$ cat config.mk
export PLATFORM = sky130hd
export DESIGN_NAME = utf8_to_utf16_decoder_unit_flat
export DESIGN_NICKNAME = d
export VERILOG_FILES = /design/src/hw/rtl/u2u_pkg.sv /design/src/hw/rtl/u2u_ifs.sv /design/src/hw/rtl/utf8_to_utf16_decoder_unit.sv /design/src/flat_wrapper.sv
export VERILOG_INCLUDE_DIRS = /design/src /design/src/hw/rtl
export SDC_FILE = /design/constraint.sdc
export NUM_CORES = 1
export LEC_CHECK = 0
export BUFFER_PORTS_ARGS = -buffer_cell sky130_fd_sc_hd__buf_2
export CORE_MARGIN = 5
export CORE_UTILIZATION = 36
export CTS_BUF_LIST = sky130_fd_sc_hd__clkbuf_4 sky130_fd_sc_hd__clkbuf_8 sky130_fd_sc_hd__clkbuf_16
export CTS_CLUSTER_SIZE = 40
export DETAILED_ROUTE_END_ITERATION = 10
export GPL_TIMING_DRIVEN = 0
export SETUP_SLACK_MARGIN = 0.3
export SLEW_MARGIN = 30
export SYNTH_ARGS = -nofsm -noshare
export SYNTH_HDL_FRONTEND = slang
export SYNTH_SLANG_ARGS = --single-unit
export TNS_END_PERCENT = 50
$ cat constraint.sdc
create_clock -name clk -period 12.65 [get_ports clk]
set_input_delay 2.53 -clock clk [delete_from_list [all_inputs] [get_ports clk]]
set_output_delay 2.53 -clock clk [all_outputs]
set_load 0.02 [all_outputs]
$ cat src/hw/rtl/utf8_to_utf16_decoder_unit_assert.svh
// Assertion macros for the UTF-8 to UTF-16 decoder.
// Each expects clk and rst_n in scope.
`ifndef UTF8_TO_UTF16_DECODER_UNIT_ASSERT_SVH
`define UTF8_TO_UTF16_DECODER_UNIT_ASSERT_SVH

// same-cycle implication
`define U2U_ASSERT_NOW(lbl, ante, cons, msg) \
    lbl: assert property (@(posedge clk) disable iff (!rst_n) (ante) |-> (cons)) \
        else $error(msg);

// next-cycle implication
`define U2U_ASSERT_NEXT(lbl, ante, cons, msg) \
    lbl: assert property (@(posedge clk) disable iff (!rst_n) (ante) |=> (cons)) \
        else $error(msg);

`endif

$ cat src/hw/rtl/u2u_pkg.sv
package u2u_pkg;

    localparam int unsigned ACC_W     = 31;
    localparam int unsigned PEND_W    = 3;
    localparam int unsigned MAX_RES   = 3;
    localparam int unsigned RES_IDX_W = 2;

    localparam logic [15:0]      BOM_CODE    = 16'hFEFF;
    localparam logic [15:0]      BOM_SWAPPED = 16'hFFFE;
    localparam logic [ACC_W-1:0] MAX_CODE    = 31'h10FFFF;
    localparam logic [ACC_W-1:0] BMP_MAX     = 31'h00FFFF;
    localparam logic [20:0]      SUPP_BASE   = 21'h10000;
    localparam logic [5:0]       HI_SURR_TAG = 6'b110110;
    localparam logic [5:0]       LO_SURR_TAG = 6'b110111;

    typedef enum logic [1:0] {
        ST_OK         = 2'd0,
        ST_ENC_ERR    = 2'd1,
        ST_INCOMPLETE = 2'd2
    } u2u_status_t;

    typedef enum logic [0:0] {
        CFG_DROP_BOM = 1'b0,
        CFG_ADD_BOM  = 1'b1
    } u2u_cfg_idx_t;

    typedef struct packed {
        logic [15:0] unit;
        u2u_status_t status;
    } u2u_res_t;

endpackage

$ cat src/hw/rtl/u2u_ifs.sv
interface u2u_byte_if
    import u2u_pkg::*;
();
    logic       valid;
    logic       ready;
    logic [7:0] byte_in;
    logic       end_of_input;

    modport source (output valid, output byte_in, output end_of_input, input ready);
    modport sink   (input valid, input byte_in, input end_of_input, output ready);
endinterface

interface u2u_unit_if
    import u2u_pkg::*;
();
    logic        valid;
    logic        ready;
    logic [15:0] code_unit;
    u2u_status_t status;
    logic        last_of_run;

    modport source (output valid, output code_unit, output status, output last_of_run,
                    input ready);
    modport sink   (input valid, input code_unit, input status, input last_of_run,
                    output ready);
endinterface

interface u2u_cfg_if
    import u2u_pkg::*;
();
    logic         valid;
    logic         ready;
    u2u_cfg_idx_t index;
    logic         data;

    modport source (output valid, output index, output data, input ready);
    modport sink   (input valid, input index, input data, output ready);
endinterface

$ cat src/hw/rtl/utf8_to_utf16_decoder_unit.sv
// UTF-8 to UTF-16 decoder.
// byte_stream: one UTF-8 byte per item, end_of_input flags the last byte of a stream.
// unit_stream: one UTF-16 code unit or status per item; last_of_run marks the final
//   item caused by one input byte. A byte gives zero to three items.
// cfg: register 0 drops a leading byte order mark, register 1 inserts one before
//   the first character; always ready, write only while the block is idle.
// Path: a byte is held in the input register, decoded into the three-entry result
//   register, and its first item is offered from the result register.
// Throughput: one byte per cycle while each byte gives at most one item and the
//   receiver is ready; a byte giving n items occupies the result register until the
//   single output port drains it one item a cycle, while the receiver is ready.
// A stalled receiver holds the current item; the input register still takes one
//   more byte, then ready drops until the result register drains.
// Reset clears the decoder state, both registers and all pending items; the
//   next byte starts a new stream.
`include "utf8_to_utf16_decoder_unit_assert.svh"

module utf8_to_utf16_decoder_unit
    import u2u_pkg::*;
(
    input  logic           clk,
    input  logic           rst_n,
    u2u_byte_if.sink       byte_stream,
    u2u_unit_if.source     unit_stream,
    u2u_cfg_if.sink        cfg
);

    logic                 in_vld_reg;
    logic [7:0]           byte_reg;
    logic                 eoi_reg;
    logic [ACC_W-1:0]     acc_reg, acc_next;
    logic [PEND_W-1:0]    pend_reg, pend_next;
    logic                 fcs_reg, fcs_next;
    logic                 consume_reg;
    logic                 generate_reg;
    u2u_res_t             res_reg [MAX_RES];
    u2u_res_t             res_next [MAX_RES];
    logic [RES_IDX_W-1:0] cnt_reg, cnt_next;
    logic [RES_IDX_W-1:0] idx_reg;

    logic                 out_fire;
    logic                 out_last;
    logic                 buf_done;
    logic                 move;

    assign out_last = (idx_reg == cnt_reg - 2'd1);
    assign out_fire = unit_stream.valid && unit_stream.ready;
    assign buf_done = out_fire && out_last;
    assign move     = in_vld_reg && ((cnt_reg == '0) || buf_done);

    assign byte_stream.ready     = !in_vld_reg || move;
    assign cfg.ready             = 1'b1;
    assign unit_stream.valid     = (cnt_reg != '0);
    assign unit_stream.code_unit = res_reg[idx_reg].unit;
    assign unit_stream.status    = res_reg[idx_reg].status;
    assign unit_stream.last_of_run = out_last;

    always_comb
    begin
        logic [RES_IDX_W-1:0] k;
        logic                 emit;
        logic                 err;
        logic                 skip;
        logic [ACC_W-1:0]     cp;
        logic [ACC_W-1:0]     acc_shift;
        logic [20:0]          v;

        acc_next  = acc_reg;
        pend_next = pend_reg;
        fcs_next  = fcs_reg;
        k         = '0;
        emit      = 1'b0;
        err       = 1'b0;
        skip      = 1'b0;
        cp        = '0;
        v         = '0;
        acc_shift = {acc_reg[ACC_W-7:0], byte_reg[5:0]};
        for (int i = 0; i < MAX_RES; i++)
        begin
            res_next[i] = '{unit: 16'h0, status: ST_OK};
        end

        if (pend_reg == '0)
        begin
            if (!byte_reg[7])
            begin
                emit = 1'b1;
                cp   = {23'h0, byte_reg};
            end
            else if (!byte_reg[6] || (byte_reg[7:1] == 7'h7F))
            begin
                err = 1'b1;
            end
            else if (!byte_reg[5])
            begin
                acc_next  = {26'h0, byte_reg[4:0]};
                pend_next = 3'd1;
            end
            else if (!byte_reg[4])
            begin
                acc_next  = {27'h0, byte_reg[3:0]};
                pend_next = 3'd2;
            end
            else if (!byte_reg[3])
            begin
                acc_next  = {28'h0, byte_reg[2:0]};
                pend_next = 3'd3;
            end
            else if (!byte_reg[2])
            begin
                acc_next  = {29'h0, byte_reg[1:0]};
                pend_next = 3'd4;
            end
            else
            begin
                acc_next  = {30'h0, byte_reg[0]};
                pend_next = 3'd5;
            end
        end
        else if (byte_reg[7:6] == 2'b10)
        begin
            pend_next = pend_reg - 3'd1;
            if (pend_reg == 3'd1)
            begin
                emit     = 1'b1;
                cp       = acc_shift;
                acc_next = '0;
            end
            else
            begin
                acc_next = acc_shift;
            end
        end
        else
        begin
            err       = 1'b1;
            acc_next  = '0;
            pend_next = '0;
        end

        if (err)
        begin
            res_next[k] = '{unit: 16'h0, status: ST_ENC_ERR};
            k = k + 2'd1;
        end

        if (emit)
        begin
            if (!fcs_reg)
            begin
                fcs_next = 1'b1;
                if ((cp == {15'h0, BOM_CODE}) || (cp == {15'h0, BOM_SWAPPED}))
                begin
                    skip = 1'b1;
                    if (!consume_reg)
                    begin
                        res_next[k] = '{unit: BOM_CODE, status: ST_OK};
                        k = k + 2'd1;
                    end
                end
                else if (generate_reg)
                begin
                    res_next[k] = '{unit: BOM_CODE, status: ST_OK};
                    k = k + 2'd1;
                end
            end
            if (!skip)
            begin
                v = cp[20:0] - SUPP_BASE;
                if (cp > MAX_CODE)
                begin
                    res_next[k] = '{unit: 16'h0, status: ST_ENC_ERR};
                    k = k + 2'd1;
                end
                else if (cp > BMP_MAX)
                begin
                    res_next[k] = '{unit: {HI_SURR_TAG, v[19:10]}, status: ST_OK};
                    k = k + 2'd1;
                    res_next[k] = '{unit: {LO_SURR_TAG, cp[9:0]}, status: ST_OK};
                    k = k + 2'd1;
                end
                else
                begin
                    res_next[k] = '{unit: cp[15:0], status: ST_OK};
                    k = k + 2'd1;
                end
            end
        end

        if (eoi_reg)
        begin
            if (pend_next != '0)
            begin
                res_next[k] = '{unit: 16'h0, status: ST_INCOMPLETE};
                k = k + 2'd1;
            end
            acc_next  = '0;
            pend_next = '0;
            fcs_next  = 1'b0;
        end

        cnt_next = k;
    end

    always_ff @(posedge clk or negedge rst_n)
    begin
        if (!rst_n)
        begin
            in_vld_reg   <= 1'b0;
            acc_reg      <= '0;
            pend_reg     <= '0;
            fcs_reg      <= 1'b0;
            consume_reg  <= 1'b0;
            generate_reg <= 1'b0;
            cnt_reg      <= '0;
            idx_reg      <= '0;
        end
        else
        begin
            if (byte_stream.ready)
            begin
                in_vld_reg <= byte_stream.valid;
            end

            if (move)
            begin
                acc_reg  <= acc_next;
                pend_reg <= pend_next;
                fcs_reg  <= fcs_next;
                cnt_reg  <= cnt_next;
                idx_reg  <= '0;
            end
            else if (buf_done)
            begin
                cnt_reg <= '0;
                idx_reg <= '0;
            end
            else if (out_fire)
            begin
                idx_reg <= idx_reg + 2'd1;
            end

            if (cfg.valid)
            begin
                case (cfg.index)
                    CFG_DROP_BOM: consume_reg  <= cfg.data;
                    CFG_ADD_BOM:  generate_reg <= cfg.data;
                    default: ;
                endcase
            end
        end
    end

    // payload: no reset
    always_ff @(posedge clk)
    begin
        if (byte_stream.valid && byte_stream.ready)
        begin
            byte_reg <= byte_stream.byte_in;
            eoi_reg  <= byte_stream.end_of_input;
        end
        if (move)
        begin
            for (int i = 0; i < MAX_RES; i++)
            begin
                res_reg[i] <= res_next[i];
            end
        end
    end

    `U2U_ASSERT_NOW(a_idx_in_run, unit_stream.valid, idx_reg < cnt_reg,
        "result index beyond result count")
    `U2U_ASSERT_NOW(a_acc_clear_idle, pend_reg == '0, acc_reg == '0,
        "accumulator not clear with nothing pending")
    `U2U_ASSERT_NOW(a_pend_range, 1'b1, pend_reg <= 3'd5,
        "pending count out of range")
    `U2U_ASSERT_NEXT(a_run_kept, out_fire && !out_last, unit_stream.valid,
        "run of results cut short")
    `U2U_ASSERT_NOW(a_err_zero_unit, unit_stream.valid && (unit_stream.status != ST_OK),
        unit_stream.code_unit == 16'h0, "status item carries a non-zero unit")

endmodule
$ cat src/flat_wrapper.sv
// flat-port wrapper written by rule: the top's interface ports become plain ports
module utf8_to_utf16_decoder_unit_flat import u2u_pkg::*;
  (clk, rst_n, byte_stream_valid, byte_stream_byte_in, byte_stream_end_of_input, byte_stream_ready, unit_stream_valid, unit_stream_code_unit, unit_stream_status, unit_stream_last_of_run, unit_stream_ready, cfg_valid, cfg_index, cfg_data, cfg_ready);
  u2u_byte_if byte_stream_i ();
  u2u_unit_if unit_stream_i ();
  u2u_cfg_if cfg_i ();
  input  logic clk;
  input  logic rst_n;
  input wire logic [$bits(byte_stream_i.valid)-1:0] byte_stream_valid;
  input wire logic [$bits(byte_stream_i.byte_in)-1:0] byte_stream_byte_in;
  input wire logic [$bits(byte_stream_i.end_of_input)-1:0] byte_stream_end_of_input;
  output wire logic [$bits(byte_stream_i.ready)-1:0] byte_stream_ready;
  output wire logic [$bits(unit_stream_i.valid)-1:0] unit_stream_valid;
  output wire logic [$bits(unit_stream_i.code_unit)-1:0] unit_stream_code_unit;
  output wire logic [$bits(unit_stream_i.status)-1:0] unit_stream_status;
  output wire logic [$bits(unit_stream_i.last_of_run)-1:0] unit_stream_last_of_run;
  input wire logic [$bits(unit_stream_i.ready)-1:0] unit_stream_ready;
  input wire logic [$bits(cfg_i.valid)-1:0] cfg_valid;
  input wire logic [$bits(cfg_i.index)-1:0] cfg_index;
  input wire logic [$bits(cfg_i.data)-1:0] cfg_data;
  output wire logic [$bits(cfg_i.ready)-1:0] cfg_ready;
  assign byte_stream_i.valid = byte_stream_valid;
  assign byte_stream_i.byte_in = byte_stream_byte_in;
  assign byte_stream_i.end_of_input = byte_stream_end_of_input;
  assign byte_stream_ready = byte_stream_i.ready;
  assign unit_stream_valid = unit_stream_i.valid;
  assign unit_stream_code_unit = unit_stream_i.code_unit;
  assign unit_stream_status = unit_stream_i.status;
  assign unit_stream_last_of_run = unit_stream_i.last_of_run;
  assign unit_stream_i.ready = unit_stream_ready;
  assign cfg_i.valid = cfg_valid;
  assign cfg_i.index = cfg_index;
  assign cfg_i.data = cfg_data;
  assign cfg_ready = cfg_i.ready;
  utf8_to_utf16_decoder_unit u_core (.clk(clk), .rst_n(rst_n), .byte_stream(byte_stream_i), .unit_stream(unit_stream_i), .cfg(cfg_i));
endmodule
### Word-level counts from Yosys, hierarchy flattened

Memories as Yosys holds them, arrays and structs flattened.
Index checks and enable logic that the tools add are counted.

| word-level totals | value |
|---|---|
| register bits after elaboration | 45 |
| bits in writable memories | 54 |
| output and inout port bits | 22 |
| word-level logic and storage cells | 154 |
| memories | 1 |

Memories:

| memory | depth | width | rd ports | clocked after memory_dff | wr ports | RTL line | source |
|---|---|---|---|---|---|---|---|
| u_core.res_reg | 3 | 18 | 1 | 0 | 3 | utf8_to_utf16_decoder_unit.sv:36 | `u2u_res_t res_reg [MAX_RES];` |

| operators by class | value |
|---|---|
| add/sub/neg operators | 8 |
| $lt $le $gt $ge | 10 |
| eq/ne operators | 8 |
| muxes and demuxes | 78 |
| bitwise operators | 14 |
| reduce and logical (&&, ||, !) cells | 25 |

Operator list:

| kind | number |
|---|---|
| 54-bit two-way mux | 11 |
| 25-bit two-way mux | 8 |
| 54-bit bitwise mux | 3 |
| 18-bit demux with 2-bit select | 4 |
| 51-bit bitwise AND | 2 |
| 51-bit NOT | 2 |
| 31-bit two-way mux | 3 |
| 18-bit two-way mux | 4 |
| 31-bit by 16-bit == test with 1-bit output, second input constant | 2 |
| 1-bit by 45-bit bitwise OR with 45-bit output, first input constant | 1 |
| 2-bit two-way mux | 17 |
| 31-bit by 16-bit > comparator with 1-bit output, second input constant | 1 |
| 31-bit by 21-bit > comparator with 1-bit output, second input constant | 1 |
| 3-bit two-way mux | 9 |
| 20-bit by 17-bit subtractor with 20-bit output, second input constant | 1 |
| 1-bit two-way mux | 18 |
| 3-bit greater-or-equal comparator, second input constant | 4 |
| 3-bit by 1-bit less-than comparator with 1-bit output, second input constant | 4 |
| 9-bit bitwise AND | 1 |
| 2-bit NOT with 3-bit output | 3 |
| 9-bit NOT | 1 |
| 2-bit by 1-bit adder with 2-bit output, second input constant | 4 |
| 1-bit logical AND | 8 |
| 7-bit == test, second input constant | 1 |
| other kinds (20) | 30 |

### Logic depth before layout (Yosys ltp)

Gate-level depths: netlist of the first run.

| logic depth | value |
|---|---|
| depth after elaboration | 26 |
| mapped depth | 26 |
| gate-level depth less buffers | 22 |

### Least setup slack after synthesis of the first run

Ideal clock, no wire load.

| timing | value |
|---|---|
| kind | input to output |
| from | input port unit_stream_ready |
| to | output port byte_stream_ready |
| arrival time | 2.858 ns |
| slack | 7.262 ns |
| stages on the path | 2 |
| cell sequence | a21oi_1 > nand2_1 |

| on the way | value |
|---|---|
| cells in the longest elaborated chain, start to end | 5 |

Ends and longest elaborated chain:

| element | RTL line | source |
|---|---|---|
| from (decl) | flat_wrapper.sv:17 | `input wire logic [$bits(unit_stream_i.ready)-1:0] unit_stream_ready;` |
| 1-bit logical AND | utf8_to_utf16_decoder_unit.sv:47 | `assign out_fire = unit_stream.valid && unit_stream.ready;` |
| 1-bit logical AND | utf8_to_utf16_decoder_unit.sv:48 | `assign buf_done = out_fire && out_last;` |
| 1-bit logical OR | utf8_to_utf16_decoder_unit.sv:49 | `assign move = in_vld_reg && ((cnt_reg == '0) \|\| buf_done);` |
| 1-bit logical AND | utf8_to_utf16_decoder_unit.sv:49 |  |
| 1-bit logical OR | utf8_to_utf16_decoder_unit.sv:51 | `assign byte_stream.ready = !in_vld_reg \|\| move;` |
| to (decl) | flat_wrapper.sv:12 | `output wire logic [$bits(byte_stream_i.ready)-1:0] byte_stream_ready;` |

Every way passes these cells.

==> results of run 1 <==
-- path summary, 6_finish.rpt --
path	cells past startpoint	to	slack, ns
setup / recovery	26	u_core.res_reg[1][9]$_DFFE_PP_	5.72
hold / removal	2	u_core.acc_reg[24]$_DFFE_PN0P_	0.48
setup reg to reg	26	u_core.res_reg[1][9]$_DFFE_PP_	5.72
hold reg to reg	2	u_core.acc_reg[24]$_DFFE_PN0P_	0.48
max in group asynchronous	1	u_core.idx_reg[0]$_DFFE_PN0P_	10.18
min in group asynchronous	1	u_core.acc_reg[3]$_DFFE_PN0P_	2.13
-- per-layer routing --
layer | GRT usage [%] | vias up
li1 | - | 2725
met1 | 27.1 | 2754
met2 | 32.1 | 241
met3 | 3.54 | 34
met4 | 5.85 | 0
met5 | 0 | -
-- synth_stat cells, drive strengths merged, types with 9 or more instances --
cell	number	share of area, %
inv	24	1.4
nor3	17	1.5
and3	14	1.4
clkbuf	35	2.0
dfrtp	36	14
edfxtp	63	29
a31oi	12	1.5
mux2i	23	3.9
o211ai	9	1.0
nand2	121	7.0
nor2	41	2.5
a21oi	43	3.3
nand2b	9	0.87
nand3	25	1.9
ha	17	3.3
o21ai	84	6.6
buf	15	1.6
-- power by group --
group	leakage, nW	internal [W]	switching [W]
Combinational	1.43	0.000327	0.000734
Sequential	1.11	0.000494	0.0000581
Clock	0.164	0.000197	0.000115
Total	2.70	0.00102	0.000907
-- per-stage QoR --
stage / worst slack, ns / hold slack [ns] / instance area (um^2)
6_report: 5.72 / 0.484 / 7300
5_1_grt: 5.23 / 0.517 / 7300
4_1_cts: 5.81 / 0.490 / 7300
3_5_place_dp: 5.87 / 0.476 / 6960
3_3_place_gp: 5.81 / 0.469 / 6940
2_1_floorplan: 7.26 / 0.449 / 6470
-- logic make-up (layout without fill, tap and decap cells) --
kind of cell | after synthesis | count (layout) | share of synthesized area, %
buffers and inverters | 74 | 127 | 5.05
and+or+nand+nor | 290 | 290 | 22.8
DFF | 99 | 99 | 43.2
other | 1 | 1 | 0.0579
AOI/OAI and AO/OA | 204 | 204 | 20.8
muxes | 25 | 25 | 4.29
adders and majority gates | 17 | 17 | 3.29
xor gates and xnor gates | 4 | 4 | 0.541
-- layout make-up --
type	instances	area share, %
well taps	229	3.92
multi-input cells	541	45.9
clock buffers	11	3.29
flip-flops and latches	99	38.2
plain buffers	50	3.24
inverters	24	1.27
repair buffers	37	2.77
clock inverters	5	1.39
-- worst register-to-register path, stage by stage (launching register included) --
cell and delay (ns):
dfrtp_1 0.41, inv_1 0.10, ha_1 0.31, nand4bb_4 0.23, nor2_1 0.10, clkbuf_1 0.29
clkbuf_1 0.34, nand2_1 0.15, ha_1 0.21, nor4b_1 0.44, nand4_2 0.24, nor4_1 0.57
nand2_1 0.14, mux2i_1 0.17, o21a_1 0.24, inv_1 0.09, ha_1 0.33, o21ai_0 0.22
nor4_1 0.08, a311oi_2 0.40, ha_1 0.23, inv_1 0.07, a211oi_1 0.66, or4_1 0.23
buf_2 0.18, buf_6 0.17, a31oi_1 0.08
==> results.txt, run 1 <==
CTS resizes -> 0
Post-synth EDFFs -> 63
Via density -> 5.78
RePlAce Congestion -> 1.00
worst slew pin tran -> 0.917 ns
Slew headroom -> 38.8%
crit path from -> u_core.pend_reg[0]$_DFFE_PN0P_
Iter 0 DRT Violations -> 605
min Tclk post-route -> 6.93 ns
Worst Hold Class -> reg2reg
Max Used Layer -> met4
unrepaired setup endpoints after global routing -> false
clock root cell -> clkbuf_16
fraction of layout cells with a size suffix above 1 -> 13.4%
PD cells -> 264 nW/um^2
Final #Nets -> 795
Net Count, Synth -> 747
CTS Hold Bufs -> 0
row cnt -> 49
Startpoint Class -> flop
area grow syn2layout -> 12.9%
Post CTS Setup Buffer Count -> 0
CP Data Required Time -> 12.73 ns
Crit Path Class -> reg2reg
Max H-tree Level -> 3
sequential area share after synthesis -> 43.2%
wirelength, routed -> 19900 um
FF+latch count, synth -> 99
P_leak -> 2.70 nW
DP Cell Count -> 980
most frequent cells in the layout -> 121 x nand2_1, 74 x o21ai_0, 63 x edfxtp_1, 43 x a21oi_1, 41 x buf_2
Die Span Y -> 144 um
multi-input logic area -> 3350 um^2
antenna cell count -> 0
die span in x -> 144 um
setup violators final -> 0
CP Capture Type -> flop
Max FO, Critical Path -> 10
io pins -> 38
pin count of the biggest net entering global routing -> 37
count of cell types in the netlist -> 81
Starting Density -> 36.3%
Antenna Nets Post-Route -> 0
critical path's top delay family -> simple AND/OR/NAND/NOR gates
die area -> 20800 um^2
Yosys warnings -> 0
core area -> 17800 um^2
mean routed wirelength per cell -> 19.9 um
Max IR drop VDD -> 0.000128 V
status -> finished clean
CTS tree -> built
Buffers on Ports -> 36
clk sinks -> 99
DR WL met3 -> 1440 um
TNS Setup -> 0 ns
clock skew -> 0.00987 ns
period utilisation layout -> 54.8%
Syn Std Cell Area -> 6470 um^2
power consumption -> 0.00193 W
Post-Synthesis Cells -> 714
Max Cap Viol -> 0
Slowest-stage cell, CP -> a211oi_1
Reg area -> 2790 um^2
wire length on met1 -> 8490 um
Fin. Hold Viols -> 0
syn_area_per_cell -> 9.06 um^2
vias in the first global route -> 5546
TritonCTS buffer count -> 9
HPWL after detailed placement -> 14600 um
CP peak stage delay -> 0.66 ns
Hold Startpoint -> u_core.acc_reg[24]$_DFFE_PN0P_
routed vias -> 5754
Non-Filler Instances -> 996
leading register cell type out of synthesis -> edfxtp_1
DR pass1 iterations -> 5
cell mode on critical path -> ha_1
reg2reg start -> u_core.pend_reg[0]$_DFFE_PN0P_
ys async rst share -> 36.4%
total grt overflow -> 0
fillers -> 1813
max frequency -> 144 MHz
drt drc -> 0
CP Buf/Inv Count -> 7
commonest non-fill, non-tap cell in the layout -> nand2_1
initial antenna violation count -> 1
first-pass GRT wire length -> 31500 um
Clock Tree Buf Depth -> 2
post-layout util -> 40.9%
Worst EP arrival -> 7.01 ns
WL met2 -> 9460 um
number of flip-flops under the largest register name -> 54
Slew Viols, Final -> 0
clk_lat worst skew -> 0.36 ns
total routing usage reported by global routing -> 19.8%
clock-pin slew on the worst setup and hold paths -> 0.06 ns
(Power assumes the default switching activity.)
==> inputs of run 2 (changes only) <==
- clock period: 12.65 -> 6.25 ns (I/O delays scaled with it)
==> results.txt, run 2 (same netlist as run 1, synthesis figures left out) <==
CP Data Required Time -> 6.42 ns
Slew Viols, Final -> 0
mean routed wirelength per cell -> 19.9 um
HPWL after detailed placement -> 14600 um
placed cell area -> 6960 um^2
core area -> 17800 um^2
first-pass GRT wire length -> 31600 um
Startpoint Class -> flop
wirelength, routed -> 20000 um
power consumption -> 0.00399 W
Max FO, Critical Path -> 10
pin count of the biggest net entering global routing -> 37
Final #Nets -> 800
Worst EP arrival -> 5.88 ns
Crit Path Class -> reg2reg
max frequency -> 175 MHz
TritonCTS buffer count -> 9
die span in x -> 144 um
Fin. Hold Viols -> 0
Max H-tree Level -> 3
drt drc -> 0
Die Span Y -> 144 um
Reg area -> 2790 um^2
row cnt -> 49
Antenna Nets Post-Route -> 0
fillers -> 1795
clk_lat worst skew -> 0.36 ns
status -> finished clean
Max IR drop VDD -> 0.000254 V
TNS Setup -> 0 ns
area grow syn2layout -> 15.2%
P_leak -> 2.75 nW
Slew headroom -> 38.9%
design area -> 7450 um^2
min Tclk post-route -> 5.71 ns
io pins -> 38
commonest non-fill, non-tap cell in the layout -> nand2_1
unrepaired setup endpoints after global routing -> false
initial antenna violation count -> 1
clk sinks -> 99
period utilisation layout -> 91.3%
Starting Density -> 36.3%
RePlAce Congestion -> 1.00
fraction of layout cells with a size suffix above 1 -> 16.1%
antenna cell count -> 0
number of flip-flops under the largest register name -> 54
total routing usage reported by global routing -> 19.9%
total grt overflow -> 0
setup violators final -> 0
CP Capture Type -> flop
most frequent cells in the layout -> 121 x nand2_1, 74 x o21ai_0, 63 x edfxtp_1, 43 x a21oi_1, 41 x buf_2
PD cells -> 535 nW/um^2
Clock Tree Buf Depth -> 2
worst slew pin tran -> 0.917 ns
clock-pin slew on the worst setup and hold paths -> 0.06 ns
die area -> 20800 um^2
routed vias -> 5795
vias in the first global route -> 5560
clock root cell -> clkbuf_16
Via density -> 5.79
multi-input logic area -> 3450 um^2
CTS tree -> built
Max Cap Viol -> 0
Worst Hold Class -> reg2reg
Buffers on Ports -> 36
Iter 0 DRT Violations -> 502
clock skew -> 0.0101 ns
CTS Hold Bufs -> 0
DR pass1 iterations -> 5
## run 2: cell types whose count changed in the layout (fill, tap and decap cells not counted), moves of 2 or more
cell | before | now
nor4_1 | 6 | 4
ha_4 | 0 | 3
inv_1 | 23 | 19
ha_1 | 17 | 14
clkbuf_1 | 35 | 33
inv_2 | 0 | 4
buf_4 | 4 | 10
## run 2: area by class of cell
cell class / count / area share, %
inverters: 24 / 1.24
clock inverters: 5 / 1.36
well taps: 229 / 3.84
multi-input cells: 541 / 46.4
flip-flops and latches: 99 / 37.5
plain buffers: 50 / 3.27
clock buffers: 11 / 3.22
repair buffers: 42 / 3.22
## run 2: worst paths after layout
kind                                                     start                             end  slack [ns]  depth (start not counted)
min in group asynchronous                                rst_n  u_core.pend_reg[1]$_DFFE_PN0P_        0.85                          1
max in group asynchronous                                rst_n   u_core.idx_reg[0]$_DFFE_PN0P_        5.06                          1
worst min register to register  u_core.acc_reg[24]$_DFFE_PN0P_  u_core.acc_reg[24]$_DFFE_PN0P_        0.48                          2
worst min-delay path            u_core.acc_reg[24]$_DFFE_PN0P_  u_core.acc_reg[24]$_DFFE_PN0P_        0.48                          2
worst max-delay path            u_core.pend_reg[0]$_DFFE_PN0P_  u_core.res_reg[1][9]$_DFFE_PP_        0.54                         24
worst max register to register  u_core.pend_reg[0]$_DFFE_PN0P_  u_core.res_reg[1][9]$_DFFE_PP_        0.54                         24
## run 2: metal layers
layer  vias up  part of all wire (%)  GRT usage, %
met1      2778                    43          27.0
met3        48                   7.1          3.77
met5         -                     0             0
met2       233                    48          32.4
li1       2736                     -             -
met4         0                   2.6          5.80
## run 2: stage by stage
| step | hold WS (ns) | cells | utilization (%) | worst slack [ns] |
|---|---|---|---|---|
| floorplan | 0.449 | 714 | - | 1.04 |
| global placement | 0.469 | 979 | 38.9 | -0.586 |
| detailed placement | 0.476 | 980 | 39.0 | -0.534 |
| CTS | 0.490 | 996 | 41.3 | 0.316 |
| global route | 0.518 | 1001 | 41.8 | 0.275 |
| finish | 0.484 | 1001 | 41.8 | 0.541 |
## run 2: what timing repair did
item,4_1_cts,5_1_grt
buffers inserted,0,5
pin swaps,2,3
gates resized for setup,15,11
setup endpoints to repair,47,34
gates cloned,0,0
## run 2: critical path, cell delays in order (launching register included)
cell       delay (ns)
dfrtp_1          0.42
inv_2            0.11
ha_4             0.18
nand4bb_4        0.18
nor2_1           0.10
buf_4            0.21
clkbuf_4         0.21
nand2_1          0.09
ha_1             0.21
nor4b_4          0.26
nand4_2          0.16
or4_4            0.61
mux2i_4          0.23
nor2_2           0.20
ha_1             0.31
a2111oi_2        0.29
a311oi_2         0.06
buf_4            0.19
ha_1             0.17
inv_1            0.14
a211oi_4         0.08
or4_1            0.54
buf_2            0.18
buf_6            0.15
a31oi_1          0.23
## run 2: where the power goes
part	internal, W	leakage, nW	switching [W]
logic	0.000710	1.48	0.00153
registers	0.00100	1.11	0.000118
clock network	0.000398	0.164	0.000233
total	0.00211	2.75	0.00188
==> inputs of run 3 (changes only) <==
- CORE_UTILIZATION: 36 -> 56
- PLACE_DENSITY: unset -> 0.77
==> results.txt, run 3 (same netlist as run 1, synthesis figures left out) <==
pin count of the biggest net entering global routing -> 57
DP Cell Count -> 894
Clock Tree Buf Depth -> 2
min Tclk post-route -> 5.71 ns
wirelength, routed -> 20200 um
R2R cell count -> 25
Slowest-stage cell, CP -> or4_4
initial antenna violation count -> 0
Die Span Y -> 117 um
antenna cell count -> 0
first-pass GRT wire length -> 31900 um
total routing usage reported by global routing -> 29.3%
Startpoint Class -> flop
Max Used Layer -> met4
clock root cell -> clkbuf_16
CP Capture Type -> flop
Iter 0 DRT Violations -> 550
Via density -> 6.42
Slew Viols, Final -> 0
Fin. Hold Viols -> 0
fraction of layout cells with a size suffix above 1 -> 15.7%
commonest non-fill, non-tap cell in the layout -> nand2_1
Max H-tree Level -> 3
RePlAce Congestion -> 0.986
Worst EP arrival -> 5.78 ns
io pins -> 38
TritonCTS buffer count -> 9
area grow syn2layout -> 13.0%
most frequent cells in the layout -> 121 x nand2_1, 74 x o21ai_0, 63 x edfxtp_1, 42 x a21oi_1, 41 x buf_2
WL met2 -> 10300 um
Worst Hold Class -> reg2reg
clk sinks -> 99
DR pass1 iterations -> 6
status -> finished clean
period utilisation layout -> 91.4%
Antenna Nets Post-Route -> 0
R2R Setup Slk -> 0.54 ns
unrepaired setup endpoints after global routing -> true
die area -> 13800 um^2
CTS tree -> built
clk_lat worst skew -> 0.36 ns
wire length on met1 -> 8080 um
setup violators final -> 0
P_leak -> 2.76 nW
PD cells -> 539 nW/um^2
core area -> 11400 um^2
clock-pin slew on the worst setup and hold paths -> 0.08 ns
Max FO, Critical Path -> 10
vias in the first global route -> 5781
Max Cap Viol -> 0
number of flip-flops under the largest register name -> 54
Slew headroom -> 36.8%
die span in x -> 117 um
Crit Path Class -> reg2reg
max frequency -> 175 MHz
TNS Setup -> 0 ns
HPWL after detailed placement -> 15100 um
post-layout util -> 64.3%
row cnt -> 39
Starting Density -> 56.9%
drt drc -> 0
DR WL met3 -> 1500 um
Final #Nets -> 800
clock skew -> 0.0113 ns
CP peak stage delay -> 0.63 ns
routed vias -> 5873
worst slew pin tran -> 0.947 ns
total grt overflow -> 0
Non-Filler Instances -> 915
Buffers on Ports -> 36
Max IR drop VDD -> 0.000292 V
Hold Path Depth -> 2
mean routed wirelength per cell -> 22.1 um
CP Data Required Time -> 6.32 ns
==> run 3: changes by cell type in the layout (fill, tap and decap cells not counted), sizes merged <==
cell,previous run,this run
buf,58,56
clkinv,1,2
inv,24,27
bufinv,3,1
clkbuf,45,46
clkinvlp,1,0
==> run 3: final timing paths <==
| path | startpoint | end |
|---|---|---|
| max | u_core.pend_reg[0]$_DFFE_PN0P_ | u_core.res_reg[1][17]$_DFFE_PP_ |
| min | u_core.acc_reg[20]$_DFFE_PN0P_ | u_core.acc_reg[20]$_DFFE_PN0P_ |
| max reg2reg | u_core.pend_reg[0]$_DFFE_PN0P_ | u_core.res_reg[1][17]$_DFFE_PP_ |
| min reg2reg | u_core.acc_reg[20]$_DFFE_PN0P_ | u_core.acc_reg[20]$_DFFE_PN0P_ |
| max in group asynchronous | rst_n | u_core.acc_reg[7]$_DFFE_PN0P_ |
| min in group asynchronous | rst_n | u_core.pend_reg[0]$_DFFE_PN0P_ |
==> run 3: what timing repair did <==
| action | in CTS | in global routing |
|---|---|---|
| setup buffers | 0 | 5 |
| hold endpoints to repair | 0 | 0 |
| setup endpoints to repair | 46 | 35 |
| pin swaps | 2 | 5 |
| hold buffers | 0 | 0 |
| resized for setup | 15 | 7 |
==> run 3: layout make-up <==
type | instances | area [um^2]
buffer | 50 | 246
clock buffer | 10 | 233
clock inverter | 6 | 72.6
fill | 981 | 4060
inverter | 24 | 92.6
multi-input combinational | 541 | 3450
sequential | 99 | 2790
tap | 143 | 179
timing repair buffer | 42 | 245
==> run 3: power breakdown <==
| group | switching (W) | internal (W) | leakage (nW) | total (W) |
|---|---|---|---|---|
| clock | 0.000260 | 0.000321 | 0.153 | 0.000580 |
| sequential | 0.000116 | 0.00100 | 1.11 | 0.00112 |
| combinational | 0.00153 | 0.000721 | 1.50 | 0.00225 |
==> run 3: per-stage QoR <==
stage               hold WS [ns]  power [W]  worst slack [ns]  area, um^2
floorplan                  0.449    0.00254              1.04        6470
global placement           0.465    0.00317            -0.491        6830
detailed placement         0.481    0.00324            -0.549        6860
CTS                        0.498    0.00386             0.314        7230
global route               0.525    0.00419             0.277        7310
finish                     0.487    0.00394             0.538        7310
==> run 3: metal layers <==
| layer | global-route usage [%] | vias up |
|---|---|---|
| met5 | 0 | - |
| met1 | 37.7 | 2825 |
| met4 | 7.89 | 0 |
| li1 | - | 2745 |
| met3 | 4.85 | 35 |
| met2 | 51.1 | 268 |
==> run 3: critical path: cells and delay by family, from the launching register on <==
family,cells,cell delay [ns]
AO/OA/AOI/OAI,4,0.87
buffers and inverters,7,1.15
AND/OR/NAND/NOR,9,1.85
multiplexers,1,0.23
adder cells (fa/ha/maj),4,0.89
flip-flops,1,0.41
